`config.mk`:
```
export PLATFORM = sky130hd
export DESIGN_NAME = pwm_channel_divider_settings_core
export DESIGN_NICKNAME = d
export VERILOG_FILES = /design/src/design/pwmcds_pkg.sv /design/src/design/pwmcds_div.sv /design/src/design/pwm_channel_divider_settings_core.sv
export SDC_FILE = /design/constraint.sdc
export NUM_CORES = 2
export LEC_CHECK = 0
export ABC_AREA = 1
export BUFFER_PORTS_ARGS = -buffer_cell sky130_fd_sc_hd__clkbuf_2
export CAP_MARGIN = 20
export CORE_ASPECT_RATIO = 0.6
export CORE_UTILIZATION = 35
export DETAILED_ROUTE_END_ITERATION = 6
export PLACE_DENSITY = 0.6
export SYNTH_ARGS = -nofsm -noshare
export SYNTH_HDL_FRONTEND = slang
export SYNTH_HIERARCHICAL = 1
export SYNTH_SLANG_ARGS = --single-unit
```
`constraint.sdc`:
```
create_clock -name clk -period 15.78 [get_ports clk]
set_clock_uncertainty 0.05 [all_clocks]
set_input_delay 3.156 -clock clk [delete_from_list [all_inputs] [get_ports clk]]
set_output_delay 3.156 -clock clk [all_outputs]
set_load 0.01 [all_outputs]
```
`src/design/pwmcds_pkg.sv`:
```
// ----------------------------------------------------------------------------
// PWM channel divider settings package
// Shared types and constants for the divider settings core and its
// bit-serial divider.
// ----------------------------------------------------------------------------
package pwmcds_pkg;

    // Divider datapath widths.
    localparam int DIV_W     = 40;
    localparam int DIVISOR_W = 32;
    localparam int STEP_W    = 6;

    // Quotient bits needed by each division of the sequence.
    localparam int F_STEPS    = 30;
    localparam int D_STEPS    = 25;
    localparam int Q_STEPS    = 40;
    localparam int P_STEPS    = 30;
    localparam int DUTY_STEPS = 38;

    // Clock and field limits.
    localparam logic [24:0] BASE_HZ        = 25'd27000000;
    localparam logic [29:0] NS_PER_S       = 30'd1000000000;
    localparam logic [7:0]  OUT_DIV_MAX    = 8'hff;
    localparam logic [3:0]  SRC_DIV_MAX    = 4'hf;
    localparam int          SRC_MSB_OFFSET = 8;

    // Operation codes.
    localparam logic OP_APPLY = 1'b0;
    localparam logic OP_READ  = 1'b1;

    typedef enum logic [1:0] {
        STATUS_OK       = 2'd0,
        STATUS_INV_POL  = 2'd1,
        STATUS_ZERO_PER = 2'd2
    } status_t;

    // Command from the sequencer to the divider.
    typedef struct packed {
        logic              start;
        logic [STEP_W-1:0] steps;
    } div_cmd_t;

endpackage

```
`src/design/pwmcds_div.sv`:
```
// ----------------------------------------------------------------------------
// PWM channel divider settings: bit-serial divider
// Restoring divider producing one quotient bit per cycle. The dividend
// arrives aligned to the top of the word; the step count sets the width.
// ----------------------------------------------------------------------------
module pwmcds_div (
    input  logic                             clk,
    input  logic                             rst_n,
    input  pwmcds_pkg::div_cmd_t             cmd,
    input  logic [pwmcds_pkg::DIV_W-1:0]     dividend,
    input  logic [pwmcds_pkg::DIVISOR_W-1:0] divisor,
    output logic [pwmcds_pkg::DIV_W-1:0]     quotient,
    output logic                             done
);

    logic [pwmcds_pkg::DIVISOR_W-1:0] rem_reg;
    logic [pwmcds_pkg::DIVISOR_W-1:0] dvs_reg;
    logic [pwmcds_pkg::DIV_W-1:0]     quo_reg;
    logic [pwmcds_pkg::STEP_W-1:0]    cnt_reg;
    logic                             busy_reg;
    logic                             done_reg;

    logic [pwmcds_pkg::DIVISOR_W:0]   trial;
    logic [pwmcds_pkg::DIVISOR_W:0]   diff;
    logic                             fits;
    logic [pwmcds_pkg::DIVISOR_W-1:0] rem_next;
    logic [pwmcds_pkg::DIV_W-1:0]     quo_next;

    always_comb
    begin
        trial    = {rem_reg, quo_reg[pwmcds_pkg::DIV_W-1]};
        diff     = trial - {1'b0, dvs_reg};
        fits     = (trial >= {1'b0, dvs_reg});
        rem_next = fits ? diff[pwmcds_pkg::DIVISOR_W-1:0]
                        : trial[pwmcds_pkg::DIVISOR_W-1:0];
        quo_next = {quo_reg[pwmcds_pkg::DIV_W-2:0], fits};
    end

    always_ff @(posedge clk or negedge rst_n)
    begin
        if (!rst_n)
        begin
            rem_reg  <= '0;
            dvs_reg  <= '0;
            quo_reg  <= '0;
            cnt_reg  <= '0;
            busy_reg <= 1'b0;
            done_reg <= 1'b0;
        end
        else if (cmd.start)
        begin
            rem_reg  <= '0;
            dvs_reg  <= divisor;
            quo_reg  <= dividend;
            cnt_reg  <= cmd.steps;
            busy_reg <= 1'b1;
            done_reg <= 1'b0;
        end
        else if (busy_reg)
        begin
            rem_reg <= rem_next;
            quo_reg <= quo_next;
            cnt_reg <= cnt_reg - 1'b1;
            if (cnt_reg == pwmcds_pkg::STEP_W'(1))
            begin
                busy_reg <= 1'b0;
                done_reg <= 1'b1;
            end
        end
        else
        begin
            done_reg <= 1'b0;
        end
    end

    assign quotient = quo_reg;
    assign done     = done_reg;

endmodule

```
`src/design/pwm_channel_divider_settings_core.sv`:
```
// ----------------------------------------------------------------------------
// PWM channel divider settings core
// Apply: when the dividers are derived, the word runs through three divisions
// (frequency, base division, duty scaling) with a normalize stage between;
// rejected, disabled or out-of-range words answer without using the divider.
// Read back: three divisions for a running channel (frequency, period, high
// time); a disabled one answers without using the divider. One word at a
// time, paced by the single bit-serial divider; the receiver cannot stall the
// core. Reset clears every channel's fields to zero (disabled).
// ----------------------------------------------------------------------------
module pwm_channel_divider_settings_core #(
    parameter int CHANNELS = 4
) (
    input  logic        clk,
    input  logic        rst_n,
    input  logic        start,
    output logic        busy,
    input  logic        op,
    input  logic [1:0]  channel,
    input  logic [31:0] pwm_period_ns,
    input  logic [31:0] duty_ns,
    input  logic        enable,
    input  logic        inverted_polarity,
    output logic        done,
    output logic [1:0]  status,
    output logic        running,
    output logic [29:0] period_out_ns,
    output logic [36:0] duty_out_ns,
    output logic [7:0]  out_div_value,
    output logic [7:0]  duty_count_value,
    output logic [3:0]  src_div_value
);

    localparam int CH_W  = (CHANNELS > 1) ? $clog2(CHANNELS) : 1;
    localparam int DIV_W = pwmcds_pkg::DIV_W;

    // The sequencer walks one item through the shared divider. Apply goes
    // period -> frequency -> base division -> normalize -> duty scaling;
    // read back goes divider fields -> frequency -> period -> high time.
    typedef enum logic [3:0] {
        S_IDLE,
        S_APPLY_F,
        S_APPLY_D,
        S_SRC,
        S_MUL,
        S_APPLY_Q,
        S_RB_F,
        S_RB_P,
        S_RB_MUL,
        S_RB_DUTY
    } state_t;

    // Per-channel fields. These are tiny and reset to zero, so they are flops.
    logic [7:0] od_store_reg [CHANNELS];
    logic [7:0] dc_store_reg [CHANNELS];
    logic [3:0] sd_store_reg [CHANNELS];

    state_t      state_reg, state_next;
    logic [1:0]  ch_reg, ch_next;
    logic [31:0] period_reg, period_next;
    logic [31:0] duty_reg, duty_next;
    logic [7:0]  od_reg, od_next;
    logic [7:0]  dc_reg, dc_next;
    logic [3:0]  sd_reg, sd_next;
    logic [15:0] x_reg, x_next;
    logic [23:0] y_reg, y_next;
    logic [29:0] p_reg, p_next;

    logic        done_reg, done_next;
    logic [1:0]  status_reg, status_next;
    logic        running_reg, running_next;
    logic [29:0] pout_reg, pout_next;
    logic [36:0] dout_reg, dout_next;
    logic [7:0]  odv_reg, odv_next;
    logic [7:0]  dcv_reg, dcv_next;
    logic [3:0]  sdv_reg, sdv_next;

    // Store write port.
    logic            wr_en;
    logic [CH_W-1:0] wr_idx;
    logic [7:0]      wr_od;
    logic [7:0]      wr_dc;
    logic [3:0]      wr_sd;

    // Shared divider.
    pwmcds_pkg::div_cmd_t                    div_cmd;
    logic [DIV_W-1:0]                        div_dividend;
    logic [pwmcds_pkg::DIVISOR_W-1:0]        div_divisor;
    logic [DIV_W-1:0]                        div_quotient;
    logic                                    div_done;

    logic [CH_W-1:0] in_idx;
    logic            in_valid;
    logic [7:0]      in_od;
    logic [7:0]      in_dc;
    logic [3:0]      in_sd;
    logic            ch_valid;

    assign in_idx   = CH_W'(channel);
    assign in_valid = (32'(channel) < CHANNELS);
    assign in_od    = od_store_reg[in_idx];
    assign in_dc    = dc_store_reg[in_idx];
    assign in_sd    = sd_store_reg[in_idx];
    assign ch_valid = (32'(ch_reg) < CHANNELS);

    pwmcds_div u_div (
        .clk      (clk),
        .rst_n    (rst_n),
        .cmd      (div_cmd),
        .dividend (div_dividend),
        .divisor  (div_divisor),
        .quotient (div_quotient),
        .done     (div_done)
    );

    always_comb
    begin
        logic [31:0] f_min;
        logic [24:0] rb_d;
        logic [24:0] rb_f;
        logic [30:0] p_num;
        logic [8:0]  o_plus;
        logic [8:0]  q_clamp;
        logic [23:0] y_dec;

        state_next   = state_reg;
        ch_next      = ch_reg;
        period_next  = period_reg;
        duty_next    = duty_reg;
        od_next      = od_reg;
        dc_next      = dc_reg;
        sd_next      = sd_reg;
        x_next       = x_reg;
        y_next       = y_reg;
        p_next       = p_reg;
        done_next    = 1'b0;
        status_next  = status_reg;
        running_next = running_reg;
        pout_next    = pout_reg;
        dout_next    = dout_reg;
        odv_next     = odv_reg;
        dcv_next     = dcv_reg;
        sdv_next     = sdv_reg;

        wr_en  = 1'b0;
        wr_idx = in_idx;
        wr_od  = '0;
        wr_dc  = '0;
        wr_sd  = '0;

        div_cmd      = '0;
        div_dividend = '0;
        div_divisor  = '0;

        f_min   = (div_quotient[31:0] == 32'd0) ? 32'd1 : div_quotient[31:0];
        rb_d    = 25'({1'b0, in_od} + 9'd1) << ({1'b0, in_sd} + 5'd1);
        rb_f    = (div_quotient[24:0] == 25'd0) ? 25'd1 : div_quotient[24:0];
        p_num   = {1'b0, pwmcds_pkg::NS_PER_S} + 31'(rb_f) - 31'd1;
        o_plus  = {1'b0, od_reg} + 9'd1;
        y_dec   = y_reg - 24'd1;
        q_clamp = 9'd1;

        unique case (state_reg)
            S_IDLE:
            begin
                if (start)
                begin
                    ch_next      = channel;
                    period_next  = pwm_period_ns;
                    duty_next    = duty_ns;
                    status_next  = pwmcds_pkg::STATUS_OK;
                    running_next = 1'b0;
                    pout_next    = '0;
                    dout_next    = '0;
                    odv_next     = in_valid ? in_od : 8'd0;
                    dcv_next     = in_valid ? in_dc : 8'd0;
                    sdv_next     = in_valid ? in_sd : 4'd0;
                    if (op == pwmcds_pkg::OP_APPLY)
                    begin
                        priority if (inverted_polarity)
                        begin
                            status_next = pwmcds_pkg::STATUS_INV_POL;
                            done_next   = 1'b1;
                        end
                        else if (enable && duty_ns != 32'd0 && pwm_period_ns == 32'd0)
                        begin
                            status_next = pwmcds_pkg::STATUS_ZERO_PER;
                            done_next   = 1'b1;
                        end
                        else if (!in_valid)
                        begin
                            done_next = 1'b1;
                        end
                        else if (!enable || duty_ns == 32'd0)
                        begin
                            // Channel off: clear all three fields.
                            wr_en     = 1'b1;
                            odv_next  = '0;
                            dcv_next  = '0;
                            sdv_next  = '0;
                            done_next = 1'b1;
                        end
                        else
                        begin
                            div_cmd.start = 1'b1;
                            div_cmd.steps = pwmcds_pkg::STEP_W'(pwmcds_pkg::F_STEPS);
                            div_dividend  = DIV_W'(pwmcds_pkg::NS_PER_S)
                                            << (DIV_W - pwmcds_pkg::F_STEPS);
                            div_divisor   = pwm_period_ns;
                            state_next    = S_APPLY_F;
                        end
                    end
                    else
                    begin
                        if (!in_valid || in_od == 8'd0)
                        begin
                            done_next = 1'b1;
                        end
                        else
                        begin
                            od_next       = in_od;
                            dc_next       = in_dc;
                            sd_next       = in_sd;
                            div_cmd.start = 1'b1;
                            div_cmd.steps = pwmcds_pkg::STEP_W'(pwmcds_pkg::D_STEPS);
                            div_dividend  = DIV_W'(pwmcds_pkg::BASE_HZ)
                                            << (DIV_W - pwmcds_pkg::D_STEPS);
                            div_divisor   = 32'(rb_d);
                            state_next    = S_RB_F;
                        end
                    end
                end
            end

            S_APPLY_F:
            begin
                if (div_done)
                begin
                    div_cmd.start = 1'b1;
                    div_cmd.steps = pwmcds_pkg::STEP_W'(pwmcds_pkg::D_STEPS);
                    div_dividend  = DIV_W'(pwmcds_pkg::BASE_HZ)
                                    << (DIV_W - pwmcds_pkg::D_STEPS);
                    div_divisor   = f_min;
                    state_next    = S_APPLY_D;
                end
            end

            S_APPLY_D:
            begin
                if (div_done)
                begin
                    // x tracks d >> (s + 9) and y tracks d >> (s + 1).
                    x_next     = 16'(div_quotient[24:0] >> (pwmcds_pkg::SRC_MSB_OFFSET + 1));
                    y_next     = div_quotient[24:1];
                    sd_next    = '0;
                    state_next = S_SRC;
                end
            end

            S_SRC:
            begin
                if (sd_reg != pwmcds_pkg::SRC_DIV_MAX && x_reg != 16'd0)
                begin
                    x_next  = x_reg >> 1;
                    y_next  = y_reg >> 1;
                    sd_next = sd_reg + 4'd1;
                end
                else
                begin
                    priority if (y_reg == 24'd0)
                        od_next = '0;
                    else if (y_dec > 24'(pwmcds_pkg::OUT_DIV_MAX))
                        od_next = pwmcds_pkg::OUT_DIV_MAX;
                    else
                        od_next = y_dec[7:0];
                    state_next = S_MUL;
                end
            end

            S_MUL:
            begin
                div_cmd.start = 1'b1;
                div_cmd.steps = pwmcds_pkg::STEP_W'(pwmcds_pkg::Q_STEPS);
                div_dividend  = DIV_W'(duty_reg * 41'(o_plus))
                                << (DIV_W - pwmcds_pkg::Q_STEPS);
                div_divisor   = period_reg;
                state_next    = S_APPLY_Q;
            end

            S_APPLY_Q:
            begin
                if (div_done)
                begin
                    priority if (div_quotient == '0)
                        q_clamp = 9'd1;
                    else if (div_quotient > DIV_W'(o_plus))
                        q_clamp = o_plus;
                    else
                        q_clamp = div_quotient[8:0];
                    wr_en      = 1'b1;
                    wr_idx     = CH_W'(ch_reg);
                    wr_od      = od_reg;
                    wr_dc      = 8'(q_clamp - 9'd1);
                    wr_sd      = sd_reg;
                    odv_next   = od_reg;
                    dcv_next   = 8'(q_clamp - 9'd1);
                    sdv_next   = sd_reg;
                    done_next  = 1'b1;
                    state_next = S_IDLE;
                end
            end

            S_RB_F:
            begin
                if (div_done)
                begin
                    div_cmd.start = 1'b1;
                    div_cmd.steps = pwmcds_pkg::STEP_W'(pwmcds_pkg::P_STEPS);
                    div_dividend  = DIV_W'(p_num) << (DIV_W - pwmcds_pkg::P_STEPS);
                    div_divisor   = 32'(rb_f);
                    state_next    = S_RB_P;
                end
            end

            S_RB_P:
            begin
                if (div_done)
                begin
                    p_next     = div_quotient[29:0];
                    state_next = S_RB_MUL;
                end
            end

            S_RB_MUL:
            begin
                // High time rounds up: (p * (cd + 1) + ocd) / (ocd + 1).
                div_cmd.start = 1'b1;
                div_cmd.steps = pwmcds_pkg::STEP_W'(pwmcds_pkg::DUTY_STEPS);
                div_dividend  = (DIV_W'(p_reg) * DIV_W'({1'b0, dc_reg} + 9'd1)
                                 + DIV_W'(od_reg))
                                << (DIV_W - pwmcds_pkg::DUTY_STEPS);
                div_divisor   = 32'(o_plus);
                state_next    = S_RB_DUTY;
            end

            S_RB_DUTY:
            begin
                if (div_done)
                begin
                    running_next = 1'b1;
                    pout_next    = p_reg;
                    dout_next    = div_quotient[36:0];
                    done_next    = 1'b1;
                    state_next   = S_IDLE;
                end
            end

            default:
            begin
                state_next = S_IDLE;
            end
        endcase
    end

    always_ff @(posedge clk or negedge rst_n)
    begin
        if (!rst_n)
        begin
            state_reg   <= S_IDLE;
            ch_reg      <= '0;
            period_reg  <= '0;
            duty_reg    <= '0;
            od_reg      <= '0;
            dc_reg      <= '0;
            sd_reg      <= '0;
            x_reg       <= '0;
            y_reg       <= '0;
            p_reg       <= '0;
            done_reg    <= 1'b0;
            status_reg  <= '0;
            running_reg <= 1'b0;
            pout_reg    <= '0;
            dout_reg    <= '0;
            odv_reg     <= '0;
            dcv_reg     <= '0;
            sdv_reg     <= '0;
        end
        else
        begin
            state_reg   <= state_next;
            ch_reg      <= ch_next;
            period_reg  <= period_next;
            duty_reg    <= duty_next;
            od_reg      <= od_next;
            dc_reg      <= dc_next;
            sd_reg      <= sd_next;
            x_reg       <= x_next;
            y_reg       <= y_next;
            p_reg       <= p_next;
            done_reg    <= done_next;
            status_reg  <= status_next;
            running_reg <= running_next;
            pout_reg    <= pout_next;
            dout_reg    <= dout_next;
            odv_reg     <= odv_next;
            dcv_reg     <= dcv_next;
            sdv_reg     <= sdv_next;
        end
    end

    // Channel field store.
    always_ff @(posedge clk or negedge rst_n)
    begin
        if (!rst_n)
        begin
            for (int i = 0; i < CHANNELS; i++)
            begin
                od_store_reg[i] <= '0;
                dc_store_reg[i] <= '0;
                sd_store_reg[i] <= '0;
            end
        end
        else if (wr_en)
        begin
            od_store_reg[wr_idx] <= wr_od;
            dc_store_reg[wr_idx] <= wr_dc;
            sd_store_reg[wr_idx] <= wr_sd;
        end
    end

    assign busy             = (state_reg != S_IDLE);
    assign done             = done_reg;
    assign status           = status_reg;
    assign running          = running_reg;
    assign period_out_ns    = pout_reg;
    assign duty_out_ns      = dout_reg;
    assign out_div_value    = odv_reg;
    assign duty_count_value = dcv_reg;
    assign src_div_value    = sdv_reg;

    // An accepted word either answers on the next cycle or keeps the core busy.
    a_accept_progress: assert property (@(posedge clk) disable iff (!rst_n)
        (start && !busy) |=> (done || busy))
        else $error("accepted word neither answered nor started");

    // Leaving the busy phase always delivers the word's result.
    a_busy_end_done: assert property (@(posedge clk) disable iff (!rst_n)
        $fell(busy) |-> done)
        else $error("busy ended without a result strobe");

    // A running read back always comes from a nonzero output divider.
    a_running_div: assert property (@(posedge clk) disable iff (!rst_n)
        (done && running) |-> (out_div_value != 8'd0 && status == pwmcds_pkg::STATUS_OK))
        else $error("running reported with disabled divider or bad status");

    // The write port is only used by the sequencer's terminal steps.
    a_write_ch_valid: assert property (@(posedge clk) disable iff (!rst_n)
        (wr_en && state_reg != S_IDLE) |-> (state_reg == S_APPLY_Q && ch_valid))
        else $error("store written outside an apply completion");

endmodule
```
* After elaboration in Yosys (flattened, before gate mapping)
Index checks and enable logic that the tools add are counted.
** Cells by class
- Add/sub/neg operators :: 12
- Multipliers :: 2
- Order comparisons :: 6
- Equal/unequal tests :: 28
- Shifts and indexed selects :: 1
- Muxes and demuxes :: 147
- Bitwise gates (word level) :: 3
- Reduce and logical (&&, ||, !) cells :: 33
** Operators by type and width (count)
- 40-bit two-way mux :: 10
- 32-bit two-way mux :: 10
- 8-bit two-way mux :: 31
- 40-bit case mux with 5 select lines :: 1
- 32-bit case mux with 5 select lines :: 1
- 4-bit two-way mux :: 27
- 32-bit zero test :: 3
- 25-bit two-way mux :: 3
- 37-bit two-way mux :: 2
- 37-bit case mux with 2 select lines :: 1
- 32-bit bitwise mux :: 2
- 30-bit two-way mux :: 2
- 30-bit case mux with 2 select lines :: 1
- 7-bit two-way mux :: 8
- 24-bit two-way mux :: 2
- 24-bit case mux with 2 select lines :: 1
- 8-bit case mux with 2 select lines :: 3
- 40-bit by 9-bit greater-than comparator with 1-bit output :: 1
- 40-bit zero test :: 1
- 32-bit by 9-bit multiplier with 40-bit output :: 1
- 38-bit by 8-bit adder with 38-bit output :: 1
- 30-bit by 9-bit multiplier with 38-bit output :: 1
- 4-bit case mux with 9 select lines :: 1
- 7-bit case mux with 5 select lines :: 1
- 57 further kinds :: 117
** Storage, ports and cells
- Flip-flop bits (word level) :: 443
- Bits of input ports :: 72
- Output and inout bits :: 92
- Logic and storage cells :: 268

* Depth between registers and ports, before layout
- Depth in word-level cells :: 10
- Mapped depth :: 33
- Gate-level depth less buffers :: 33

* Cells and area by module
The synthesis kept the hierarchy.
** By module, submodules not included
- pwm_channel_divider_settings_core :: instances 1, cells an instance 4766, area an instance 35823.1 um2, sequential area each 7882.6 um2
- pwmcds_div :: instances 1, cells an instance 1118, area an instance 7612.3 um2, sequential area each 2802.7 um2

* Worst setup path after synthesis
OpenSTA, ideal clock, no wires.
- Path kind :: input port to flip-flop
- From :: input channel[0]
- To :: register u_div.quo_reg, in the netlist u_div/quotient[12]
- Setup time :: 87 ps
- Arrival :: 5746 ps
- Required time :: 15643 ps
- Slack :: 9898 ps
- Stages :: 23
- Buffers on the path :: 4
- Path through :: inv_2 buf_6 buf_6 o211ai_2 nand2_2 inv_1 ha_1 nand2_1 nor2_1 nand2_1 nand2_2 nor2_4 inv_2 nand2_4 nor2_2 nand3_1 inv_1 nand2_1 inv_1 clkbuf_1 clkbuf_1 nand2_1 o211ai_1
** RTL lines
- start: declaration :: line pwm_channel_divider_settings_core.sv:19 : input logic [1:0] channel,
- end signal: assignment :: line pwmcds_div.sv:54 : quo_reg <= dividend;
- end signal: assignment :: line pwmcds_div.sv:62 : quo_reg <= quo_next;
- end: declaration :: line pwmcds_div.sv:18 : logic [pwmcds_pkg::DIV_W-1:0] quo_reg;

* Worst setup path in the final report
- From :: register od_reg[0]
- To :: register u_div.quo_reg, in the netlist u_div/quotient[22]
** Between the ends
- Cells in the longest elaborated chain, start to end :: 4
- Elaborated cells on any way between the ends :: 5
- Classes of those cells :: add/sub: 2; mul: 1; mux: 2
** Ends and longest elaborated chain
- start: declaration :: line pwm_channel_divider_settings_core.sv:62 : logic [7:0] od_reg, od_next;
- start signal: assignment :: line pwm_channel_divider_settings_core.sv:394 : od_reg <= od_next;
- 8-bit by 1-bit adder with 9-bit output :: line pwm_channel_divider_settings_core.sv:159 : o_plus = {1'b0, od_reg} + 9'd1;
- 32-bit by 9-bit multiplier with 40-bit output :: line pwm_channel_divider_settings_core.sv:284 : div_dividend = DIV_W'(duty_reg * 41'(o_plus))
- 40-bit case mux with 5 select lines * :: line pwm_channel_divider_settings_core.sv:163 : unique case (state_reg)
- net div_dividend[22] :: line pwm_channel_divider_settings_core.sv:87 : logic [DIV_W-1:0] div_dividend;
- 40-bit two-way mux * :: line pwmcds_div.sv:50 : else if (cmd.start)
The timed path passes the listed nets; every way through them passes the cells marked *.
A chain may end at the register's enable or synchronous reset.

==> results.toml <==
[critical_path]
start_kind = "register"
crit_arrival_ns = 8.32
critPathKind = "reg -> reg"
crit_path_end_kind = "register"
required_ns = 16.22
cp_max_fo = 28

[layout]
num-fill-cells = 12900
fin_nets = 6621
area_growth_pct = 8.96
drive_gt1_share_pct = 8.07
largest_reg_flops = 40

[routing]
viasPerCell = 5.35
vias = 40600
drc_errors = 1
antenna_left = 0
drtIter0Drc = 4727
dr.pass1.iters = 7
wl_mm = 162
wl_per_cell_um = 21.4

[floorplanning]
fp-row-count = 99
pin_count = 164
initial_core_util_pct = 35.5
die_h_um = 275
die_x_um = 457
dieArea_um2 = 126000
core-area_um2 = 122000

[cts]
clockBufferDepth = 3
ctsHoldBuffers = 0
root_buffer = "clkbuf_16"
path_clk_slew_ns = 0.07
cts_sinks = 427
cts_setup_buffers = 0
post_cts_resized = 0
htree_levels = 2
cts_tree = "built"
clkLatencyLatePin_ns = 0.66
numCtsBuffers = 47

[run_status]
violations = "DRC"
status = "complete, but fails checks"

[yosys]
syn_nets = 6572
async_flop_share_pct = 100
synth.largest_area_cell = "dfrtp_1"
synth_xor_xnor_area_share_pct = 1.13
syn_area_um2 = 43400
synthTopCellsByArea = "dfrtp_1 (25%), fa_1 (19%), nand2_1 (12%)"
synth-seq-area-share_pct = 24.6
yosys.area_share.simple_pct = 26.7
ys_warn_count = 6
synthDistinctLibCells = 71
yosys.area.top_type_share_pct = 24.6
synth_cells = 5884
synth.area.mux_share_pct = 0
avgSynthCellArea_um2 = 7.38
synth_top_family_by_area = "simple AND/OR/NAND/NOR gates"
synth-compound-area-share_pct = 12.1
synth-main-ff-cell = "dfrtp_1"
synth_fa_ha_area_share_pct = 24.8
synth_edf_count = 0
synth-seq-cells = 427

[place]
io_buffers = 163
place.gp.congestion = 0.984
place_hpwl_mm = 130

[timing]
timing.fmax_ghz = 0.127
slew_headroom_pct = 25.0
timing.final.crit_share_pct = 50.0
worstMarginPinSlew_ns = 1.11
rsz0062_at_grt = "no"
setup_viol = 0
setup_tns_ns = 0
finalCriticalPeriod_ns = 7.88
drv_slew = 0
finalHoldViolations = 0

[grt]
grt.overflow.total = 0
grt_max_degree = 166
grt_util_all_layers_pct = 25.9
antenna_found_initial = 8
first_global_vias = 38300
grt_pass1_wl_mm = 248

[hold_path]
min_path_type = "reg -> reg"

[flow_run]
drv_cap = 0
[per-stage QoR]
stage | utilization [%] | std cells | setup WS, ns | cell area, um^2 | hold WS, ns
finish | 38.7 | 7583 | 7.90 | 47300 | 0.426
global route | 38.7 | 7581 | 7.60 | 47300 | 0.443
CTS | 38.7 | 7579 | 8.08 | 47300 | 0.426
detailed placement | 37.4 | 7499 | 7.44 | 45700 | 0.410
global placement | 37.4 | 7498 | 7.59 | 45700 | 0.404
floorplan | - | 5884 | 9.90 | 43400 | 0.392
[critical path: stages (launching register included)]
cell and delay (ns):
dfrtp_1 0.63, ha_1 0.26, nand2_1 0.08, nor2_1 0.15, nand4_1 0.15, nor2_2 0.69
inv_2 0.54, nor2_1 0.29, fa_1 0.45, fa_1 0.51, fa_1 0.54, inv_1 0.05
fa_1 0.52, inv_1 0.04, ha_1 0.42, a21oi_1 0.28, o21ai_0 0.21, a21oi_1 0.19
o21ai_0 0.27, o21ai_0 0.89, o2111ai_1 0.22, nand2_1 0.12, o221ai_1 0.13
[final timing paths]
check,from,to,slack (ns),depth (start not counted)
worst max register to register,od_reg[0]$_DFFE_PN0P_,u_div/quotient[22]$_DFFE_PN0P_,7.90,22
worst max-delay path,od_reg[0]$_DFFE_PN0P_,u_div/quotient[22]$_DFFE_PN0P_,7.90,22
min in group asynchronous,rst_n,dc_store_reg[2]$_DFFE_PN0P_,2.59,1
worst min-delay path,period_reg[22]$_DFFE_PN0P_,period_reg[22]$_DFFE_PN0P_,0.43,2
worst min register to register,period_reg[22]$_DFFE_PN0P_,period_reg[22]$_DFFE_PN0P_,0.43,2
max in group asynchronous,rst_n,period_reg[8]$_DFFE_PN0P_,10.89,3
[layer usage]
| metal | vias to the layer above | global-route usage [%] | share of wire [%] |
|---|---|---|---|
| li1 | 18700 | - | - |
| met1 | 19800 | 41.5 | 50 |
| met2 | 1860 | 33.0 | 37 |
| met3 | 175 | 7.33 | 12 |
| met4 | 10 | 5.69 | 2.3 |
| met5 | - | 0 | 0.033 |
[kinds of logic after synthesis]
logic type | Yosys count
xor+xnor | 52
buf+inv | 1178
simple gates | 2708
flops | 427
compound gates | 903
fa+ha+maj | 616
[synthesized netlist by cell type, types with 10 or more instances]
library cell  number
xnor2_1           23
o21bai_1          17
o21ai_0          417
nor2_1           647
buf_1             18
inv_1            930
nand3_1          373
a22oi_1           10
nand2_1         1417
inv_2             37
a21o_1            14
clkbuf_1         133
nor2_4            15
dfrtp_1          427
nor2_2            17
xor2_1            26
nand4_1           64
nand2_4           11
buf_6             13
o221ai_1          42
buf_2             35
o22ai_1           20
ha_1             205
o211ai_1          54
a21oi_1          215
nor4_1            21
nand2_2           25
nand3_2           19
nor3_1            37
o21ai_1           21
nand3b_1          21
a31oi_1           16
o21ai_2           31
fa_1             411
or2_2             19
[layout make-up]
| class | count | area (um^2) | share of cell area (%) |
|---|---|---|---|
| Multi-Input combinational cell | 4279 | 28200 | 59.6 |
| Sequential cell | 427 | 10700 | 22.6 |
| Inverter | 971 | 3650 | 7.71 |
| Tap cell | 1616 | 2020 | 4.27 |
| Clock buffer | 63 | 1310 | 2.76 |
| Timing Repair Buffer | 207 | 1180 | 2.50 |
| Clock inverter | 17 | 293 | 0.619 |
| Antenna cell | 3 | 7.51 | 0.0159 |
[placed cells by master, fill, tap and decap left out, types with 22 or more instances in the layout]
cell type | synthesis | routed
dfrtp_1 | 427 | 427
xnor2_1 | 23 | 23
clkbuf_2 | 1 | 162
inv_2 | 37 | 37
o21ai_2 | 31 | 31
inv_1 | 930 | 930
o221ai_1 | 42 | 42
nor3_1 | 37 | 37
nor2_2 | 17 | 22
nand4_1 | 64 | 64
o21ai_0 | 417 | 417
a21oi_1 | 215 | 215
nand2_1 | 1417 | 1416
clkbuf_16 | 0 | 47
nor2_1 | 647 | 641
buf_4 | 5 | 41
xor2_1 | 26 | 26
nand2_2 | 25 | 26
nand3_1 | 373 | 371
ha_1 | 205 | 205
o211ai_1 | 54 | 54
fa_1 | 411 | 411
Power is not shown: default switching activity piles up to over one toggle a cycle in this logic, so the estimate is an artifact.
